$ cat src/hw/rtl/nodp_pkg.sv
// types and constants shared by the note-off deadline pool
package nodp_pkg;

  localparam int unsigned TIME_W   = 32;
  localparam int unsigned PERIOD_W = 20;
  localparam int unsigned LEN_W    = 4;
  localparam int unsigned PROD_W   = PERIOD_W + LEN_W;

  localparam logic [PERIOD_W-1:0] PERIOD_RESET = 20'd125000;

  typedef enum logic [1:0] {
    MODE_TRIGGER = 2'd0,
    MODE_TICK    = 2'd1,
    MODE_FLUSH   = 2'd2
  } mode_t;

  // mode code with no action: taken and dropped
  localparam logic [1:0] MODE_UNUSED = 2'd3;

  typedef enum logic {
    ST_IDLE,
    ST_SCAN
  } state_t;

  typedef struct packed {
    logic [6:0] velocity;
    logic [3:0] channel;
    logic [6:0] number;
  } note_t;

  // broadcast from the sequencer to every cell of the chain
  typedef struct packed {
    logic              step;
    logic              clear;
    mode_t             mode;
    logic [TIME_W-1:0] now;
  } cell_ctl_t;

endpackage

$ cat src/hw/rtl/nodp_cell.sv
// one slot of the pool: holds a pending note-off and passes the scan probe on
module nodp_cell (
  input  logic                       clk,
  input  logic                       rst_n,
  input  nodp_pkg::cell_ctl_t        ctl,
  input  logic                       probe_in,
  input  nodp_pkg::note_t            wr_note,
  input  logic [nodp_pkg::TIME_W-1:0] wr_deadline,
  output logic                       probe_out,
  output logic                       hit,
  output nodp_pkg::note_t            hit_note
);

  logic                        active_r;
  logic                        probe_r;
  nodp_pkg::note_t             note_r;
  logic [nodp_pkg::TIME_W-1:0] deadline_r;
  logic [nodp_pkg::TIME_W-1:0] diff;
  logic                        cond;

  // wrap-aware: due once now has reached the deadline
  assign diff = ctl.now - deadline_r;

  always_comb begin
    case (ctl.mode)
      nodp_pkg::MODE_TRIGGER: cond = !active_r;
      nodp_pkg::MODE_TICK:    cond = active_r && !diff[nodp_pkg::TIME_W-1];
      nodp_pkg::MODE_FLUSH:   cond = active_r;
      default:                cond = 1'b0;
    endcase
  end

  assign hit       = probe_r && cond;
  assign probe_out = probe_r;
  assign hit_note  = hit ? note_r : '0;

  always_ff @(posedge clk) begin
    if (!rst_n) begin
      active_r <= 1'b0;
      probe_r  <= 1'b0;
    end else begin
      if (ctl.clear) begin
        probe_r <= 1'b0;
      end else if (ctl.step) begin
        probe_r <= probe_in;
      end
      if (ctl.step && hit) begin
        active_r <= (ctl.mode == nodp_pkg::MODE_TRIGGER);
      end
    end
  end

  always_ff @(posedge clk) begin
    if (ctl.step && hit && ctl.mode == nodp_pkg::MODE_TRIGGER) begin
      note_r     <= wr_note;
      deadline_r <= wr_deadline;
    end
  end

endmodule

$ cat src/hw/rtl/note_off_deadline_pool.sv
// pool of pending note-off slots: a probe walks the chain of slot cells, one per cycle unless stalled
// a request is taken while idle, then the probe visits the slots in order; a trigger ends
//   at the first free slot, or with the pool full sends its own note as the last note-off;
//   a tick or flush visits all SLOT_COUNT slots, and the run is then closed
// throughput: one request at a time; the next is taken while the final note-off sits in the
//   output register; the probe waits only when a note-off is held and the output is stalled
// reset: synchronous active-low; clears all slots, the output and the period to 125000 us
module note_off_deadline_pool #(
  parameter int unsigned SLOT_COUNT = 8
) (
  input  logic                         clk,
  input  logic                         rst_n,
  input  logic                         cfg_valid,
  output logic                         cfg_ready,
  input  logic [nodp_pkg::PERIOD_W-1:0] cfg_step_period_us,
  input  logic                         in_valid,
  output logic                         in_ready,
  input  logic [1:0]                   in_mode,
  input  logic [nodp_pkg::TIME_W-1:0]  in_now_us,
  input  logic [6:0]                   in_note_number,
  input  logic [3:0]                   in_note_channel,
  input  logic [6:0]                   in_note_velocity,
  input  logic [nodp_pkg::LEN_W-1:0]   in_length_steps,
  output logic                         out_valid,
  input  logic                         out_ready,
  output logic [6:0]                   out_off_note_number,
  output logic [3:0]                   out_off_channel,
  output logic [6:0]                   out_off_velocity,
  output logic                         out_last_of_run
);

  nodp_pkg::state_t              state_r, state_nxt;
  logic [nodp_pkg::PERIOD_W-1:0] period_r;
  logic [1:0]                    mode_r;
  logic [nodp_pkg::TIME_W-1:0]   now_r;
  nodp_pkg::note_t               note_r;
  logic [nodp_pkg::TIME_W-1:0]   deadline_r;
  logic [nodp_pkg::PROD_W-1:0]   prod;

  logic                          hold_valid_r, hold_valid_nxt;
  nodp_pkg::note_t               hold_note_r, hold_note_nxt;

  logic                          out_valid_r;
  nodp_pkg::note_t               out_note_r, out_note_nxt;
  logic                          out_last_r, out_last_nxt;
  logic                          out_load;
  logic                          can_load;

  nodp_pkg::cell_ctl_t           ctl;
  logic                          inject;
  logic [SLOT_COUNT-1:0]         probes;
  logic [SLOT_COUNT-1:0]         hits;
  nodp_pkg::note_t               cell_notes [SLOT_COUNT];
  nodp_pkg::note_t               hit_note;
  logic                          probe_any;
  logic                          hit_any;
  logic                          accept;
  logic                          finish_need;
  nodp_pkg::note_t               finish_note;

  assign cfg_ready = 1'b1;
  assign in_ready  = (state_r == nodp_pkg::ST_IDLE);
  assign accept    = in_valid && in_ready;
  assign can_load  = !out_valid_r || out_ready;
  assign prod      = in_length_steps * period_r;

  always_ff @(posedge clk) begin
    if (!rst_n) begin
      period_r <= nodp_pkg::PERIOD_RESET;
    end else if (cfg_valid && cfg_ready) begin
      period_r <= cfg_step_period_us;
    end
  end

  always_ff @(posedge clk) begin
    if (accept) begin
      mode_r     <= in_mode;
      now_r      <= in_now_us;
      note_r     <= '{velocity: in_note_velocity, channel: in_note_channel,
                      number: in_note_number};
      deadline_r <= in_now_us + {{(nodp_pkg::TIME_W - nodp_pkg::PROD_W){1'b0}}, prod};
    end
  end

  // chain of slot cells
  for (genvar i = 0; i < SLOT_COUNT; i++) begin : g_cell
    logic probe_in;
    if (i == 0) begin : g_head
      assign probe_in = inject;
    end else begin : g_link
      assign probe_in = probes[i-1];
    end
    nodp_cell u_cell (
      .clk        (clk),
      .rst_n      (rst_n),
      .ctl        (ctl),
      .probe_in   (probe_in),
      .wr_note    (note_r),
      .wr_deadline(deadline_r),
      .probe_out  (probes[i]),
      .hit        (hits[i]),
      .hit_note   (cell_notes[i])
    );
  end

  // at most one cell holds the probe, so an or of the gated notes selects it
  always_comb begin
    hit_note = '0;
    for (int i = 0; i < SLOT_COUNT; i++) begin
      hit_note = hit_note | cell_notes[i];
    end
  end

  assign probe_any = |probes;
  assign hit_any   = |hits;

  always_comb begin
    if (nodp_pkg::mode_t'(mode_r) == nodp_pkg::MODE_TRIGGER) begin
      finish_need = 1'b1;
      finish_note = note_r;
    end else begin
      finish_need = hold_valid_r;
      finish_note = hold_note_r;
    end
  end

  always_comb begin
    state_nxt      = state_r;
    ctl.step       = 1'b0;
    ctl.clear      = 1'b0;
    ctl.mode       = nodp_pkg::mode_t'(mode_r);
    ctl.now        = now_r;
    inject         = 1'b0;
    hold_valid_nxt = hold_valid_r;
    hold_note_nxt  = hold_note_r;
    out_load       = 1'b0;
    out_note_nxt   = hold_note_r;
    out_last_nxt   = 1'b0;
    unique case (state_r)
      nodp_pkg::ST_IDLE: begin
        if (accept && in_mode != nodp_pkg::MODE_UNUSED) begin
          ctl.step  = 1'b1;
          inject    = 1'b1;
          state_nxt = nodp_pkg::ST_SCAN;
        end
      end
      nodp_pkg::ST_SCAN: begin
        if (!probe_any) begin
          // end of the chain: close the run
          if (!finish_need) begin
            hold_valid_nxt = 1'b0;
            state_nxt      = nodp_pkg::ST_IDLE;
          end else if (can_load) begin
            out_load       = 1'b1;
            out_note_nxt   = finish_note;
            out_last_nxt   = 1'b1;
            hold_valid_nxt = 1'b0;
            state_nxt      = nodp_pkg::ST_IDLE;
          end
        end else if (hit_any) begin
          if (nodp_pkg::mode_t'(mode_r) == nodp_pkg::MODE_TRIGGER) begin
            ctl.step  = 1'b1;
            ctl.clear = 1'b1;
            state_nxt = nodp_pkg::ST_IDLE;
          end else if (!hold_valid_r || can_load) begin
            // held note-off is not the last one, send it and keep this one back
            ctl.step       = 1'b1;
            out_load       = hold_valid_r;
            hold_valid_nxt = 1'b1;
            hold_note_nxt  = hit_note;
          end
        end else begin
          ctl.step = 1'b1;
        end
      end
      default: begin
        state_nxt = nodp_pkg::ST_IDLE;
      end
    endcase
  end

  always_ff @(posedge clk) begin
    if (!rst_n) begin
      state_r      <= nodp_pkg::ST_IDLE;
      hold_valid_r <= 1'b0;
      out_valid_r  <= 1'b0;
    end else begin
      state_r      <= state_nxt;
      hold_valid_r <= hold_valid_nxt;
      if (out_load) begin
        out_valid_r <= 1'b1;
      end else if (out_ready) begin
        out_valid_r <= 1'b0;
      end
    end
  end

  always_ff @(posedge clk) begin
    hold_note_r <= hold_note_nxt;
    if (out_load) begin
      out_note_r <= out_note_nxt;
      out_last_r <= out_last_nxt;
    end
  end

  assign out_valid           = out_valid_r;
  assign out_off_note_number = out_note_r.number;
  assign out_off_channel     = out_note_r.channel;
  assign out_off_velocity    = out_note_r.velocity;
  assign out_last_of_run     = out_last_r;

  a_probe_onehot: assert property (@(posedge clk) disable iff (!rst_n)
    $onehot0(probes))
    else $error("more than one cell holds the probe");

  a_probe_in_scan: assert property (@(posedge clk) disable iff (!rst_n)
    probe_any |-> state_r == nodp_pkg::ST_SCAN)
    else $error("probe alive outside a scan");

  a_hold_empty_idle: assert property (@(posedge clk) disable iff (!rst_n)
    state_r == nodp_pkg::ST_IDLE |-> !hold_valid_r)
    else $error("held note-off left behind after a run");

  a_no_overwrite: assert property (@(posedge clk) disable iff (!rst_n)
    (out_valid_r && !out_ready) |-> !out_load)
    else $error("output register overwritten while stalled");

endmodule

$ cat config.mk
export PLATFORM = sky130hd
export DESIGN_NAME = note_off_deadline_pool
export DESIGN_NICKNAME = d
export VERILOG_FILES = /design/src/hw/rtl/nodp_pkg.sv /design/src/hw/rtl/nodp_cell.sv /design/src/hw/rtl/note_off_deadline_pool.sv
export SDC_FILE = /design/constraint.sdc
export NUM_CORES = 1
export LEC_CHECK = 0
export BUFFER_PORTS_ARGS = -buffer_cell sky130_fd_sc_hd__buf_4
export CAP_MARGIN = 20
export CORE_MARGIN = 4
export CORE_UTILIZATION = 41
export CTS_CLUSTER_DIAMETER = 150
export DETAILED_ROUTE_END_ITERATION = 12
export GPL_TIMING_DRIVEN = 0
export PLACE_DENSITY = 0.67
export SYNTH_ARGS = -nofsm -noshare
export SYNTH_HDL_FRONTEND = slang
export SYNTH_HIERARCHICAL = 1
export SYNTH_SLANG_ARGS = --single-unit
$ cat constraint.sdc
create_clock -name clk -period 14.35 [get_ports clk]
set_clock_uncertainty 0.2 [all_clocks]
set_input_delay 1.435 -clock clk [delete_from_list [all_inputs] [get_ports clk]]
set_output_delay 1.435 -clock clk [all_outputs]
set_load 0.005 [all_outputs]
==> flow_metrics.tcl <==
set metrics [dict create \
    status "complete, no violations" \
    critical_path_required_ns 14.48 \
    rsz0062_at_grt "no" \
    synth_ff_type "edfxtp_1" \
    clockBufferDepth 3 \
    synthCells 2333 \
    core_um2 70300 \
    antenna_found_initial 0 \
    clk_latency_ns 0.62 \
    drc 0 \
    layout-drive-gt1-share_pct 15.6 \
    ys_seq_area_share_pct 56.3 \
    setup_violations 0 \
    cts_root_buf "clkbuf_16" \
    r2r_cells 20 \
    drv_cap 0 \
    syn_nets 2745 \
    grt_pass1_vias 19325 \
    vias 18634 \
    gp_congestion 0.801 \
    syn_avg_cell_area_um2 12.5 \
    firstDrtPassIters 7 \
    hold_viol 0 \
    grt_max_degree 38 \
    p_seq_share_pct 49.9 \
    io_pins 103 \
    n_antenna_cell 0 \
    row_count 97 \
    crit_type "register to register" \
    wirelength_um 66200 \
    power_frac_comb_pct 12.1 \
    p_per_area_nw_per_um2 120 \
    die_w_um 275 \
    peakVddDrop_v 0.0000935 \
    fmax_mhz 141 \
    swShare_pct 25.2 \
    grt_overflow 0 \
    syn_area_um2 29200 \
    layout.nets 2972 \
    drtAntennaViolNets 0 \
    synth_cell_types 58 \
    wire_per_inst_um 18.6 \
    grt_usage_pct 17.5 \
    grt_first_pass_wirelength_um 104000 \
    power.leakage_nw 14.5 \
    viasPerCell 5.25 \
    cts_tree "yes" \
    switchingPower_mw 1.02 \
    ys_warn_count 6 \
    final-max-slew-violation-count 0 \
    drtIter0Drc 1279 \
    ys_ff_latch 560 \
    clkSinkCount 560 \
    pwr-share-clk_pct 38.0 \
    synth-edff-count 521 \
    cp.arrival_ns 7.20 \
    fin_crit_sh_pct 49.3 \
    cts_setup_buffers 0 \
    clkTransAtPathRegs_ns 0.06 \
    p_int_mw 3.04 \
    die_y_um 275 \
    worstPathMaxFanout 13 \
    initial_core_util_pct 41.5 \
    fin_util_pct 48.1 \
    area_delta_synth_final_pct 15.8 \
    endpoint_kind "register" \
    slew_headroom_pct 30.9 \
    numCtsBuffers 59 \
    ys_async_sr_fraction_pct 0 \
    h-tree-depth 2 \
    io_buffers 96 \
    tns_ns 0 \
    hold_path_depth 2 \
    tightest_slew_ns 1.02 \
    cts_hold_buf 0 \
    dp_hpwl_um 49600 \
    post_cts.resized_instances 0 \
    period_needed_ns 7.07 \
    dieArea_um2 75500 \
    start_kind "register" \
    hold_class "register to register" \
]
-- flip-flops by register name, summed over array words and instances (netlist names) --
name	flops
note_r	18
period_r	20
out_last_of_run	1
state_r	1
out_off_channel	4
g_cell.u_cell/deadline_r	256
now_r	32
hold_valid_r	1
mode_r	2
g_cell.u_cell/note_r	144
deadline_r	32
out_off_note_number	7
out_valid	1
out_off_velocity	7
hold_note_r	18
g_cell.u_cell/probe_out	8
g_cell.u_cell/active_r	8
-- cells in the mapped netlist (25+ instances only) --
library cell	n	area, um2
edfxtp_1	521	15600
inv_1	347	1300
ha_1	274	3430
nand2_1	151	567
a21oi_1	124	621
and2_1	78	488
and3_1	76	475
and3_2	72	541
nor2_1	59	221
fa_1	57	1140
nor4_1	54	338
nand4_1	45	282
o21ai_0	40	200
dfxtp_1	39	781
xor2_1	32	280
clkbuf_1	30	113
a21o_1	28	210
mux2i_1	28	280
xnor2_1	28	245
nand3_1	25	125
-- stage by stage --
stage	total power, mW	cells	cell area, um2	hold slack, ns	setup WS (ns)
floorplan	2.36	2333	29200	0.276	2.32
global placement	2.53	3369	31100	0.289	-5.00
detailed placement	2.55	3438	31800	0.331	7.40
CTS	4.10	3547	33800	0.349	7.37
global route	4.25	3548	33800	0.362	6.91
finish	4.06	3548	33800	0.341	7.28
-- critical path, stage by stage (launching register included) --
cell	delay [ns]
edfxtp_1	0.56
ha_1	0.42
nand4_1	0.31
nor4_1	0.56
a22oi_1	0.29
o211ai_1	0.30
a211o_1	0.18
nand3_2	0.22
buf_6	0.24
and2_2	0.18
nor4_1	0.38
nand2_1	0.15
o21ai_0	0.25
nor2_1	0.11
o21ai_1	0.47
buf_4	0.32
nand2_1	0.18
nor4_2	0.70
buf_4	0.33
buf_4	0.21
buf_4	0.18
-- final timing paths --
| kind | from | end | slack, ns |
|---|---|---|---|
| hold reg to reg | period_r[14] | period_r[14] | 0.34 |
| setup / recovery | now_r[29] | g_cell[2].u_cell/deadline_r[1] | 7.28 |
| setup reg to reg | now_r[29] | g_cell[2].u_cell/deadline_r[1] | 7.28 |
| hold / removal | period_r[14] | period_r[14] | 0.34 |
-- area by class of cell --
class	count	area, um2
clock inverters	33	369
repair buffers	166	1400
fillers	6093	36500
plain buffers	43	251
multi-input cells	1383	11300
flip-flops and latches	560	16400
well taps	940	1180
inverters	347	1300
clock buffers	76	1600
-- power groups by stage --
stage                     registers, mW  clock network [mW]  logic, mW
final                              2.03                1.54      0.491
after global routing               2.04                1.65      0.561
after CTS                          2.03                1.58      0.491
after detailed placement           2.06                   0      0.488
after global placement             2.06                   0      0.462
after floorplan                    2.00                   0      0.358
-- cell families (layout without fill, tap and decap cells) --
family	count (synthesis)	in the layout	share of synthesized area (%)
compound gates	315	315	6.90
mux	46	46	1.78
fa+ha+maj	331	331	15.7
flops	560	560	56.3
other cells	1	1	0.0128
buf+inv	390	665	5.32
xor+xnor	60	60	1.80
simple gates	630	630	12.3
-- cells in the final DEF (no fill, tap or decap), types with 42 or more instances in the layout --
master	instances
edfxtp_1	521
buf_4	148
a21oi_1	123
and3_1	76
nand4_1	45
fa_1	57
clkbuf_1	42
ha_1	274
nor4_1	46
nor2_1	59
clkbuf_16	60
inv_1	347
nand2_1	151
and3_2	72
and2_1	78
-- metal layers --
layer / routed length, um / part of all wire (%) / global-route usage [%] / up-vias
met3: 3220 / 4.9 / 2.53 / 113
met2: 33200 / 50 / 31.3 / 466
met4: 1690 / 2.6 / 5.30 / 0
li1: - / - / - / 8877
met5: 0 / 0 / 0 / -
met1: 28100 / 42 / 22.2 / 9178
Power figures use the tool's default switching activity.
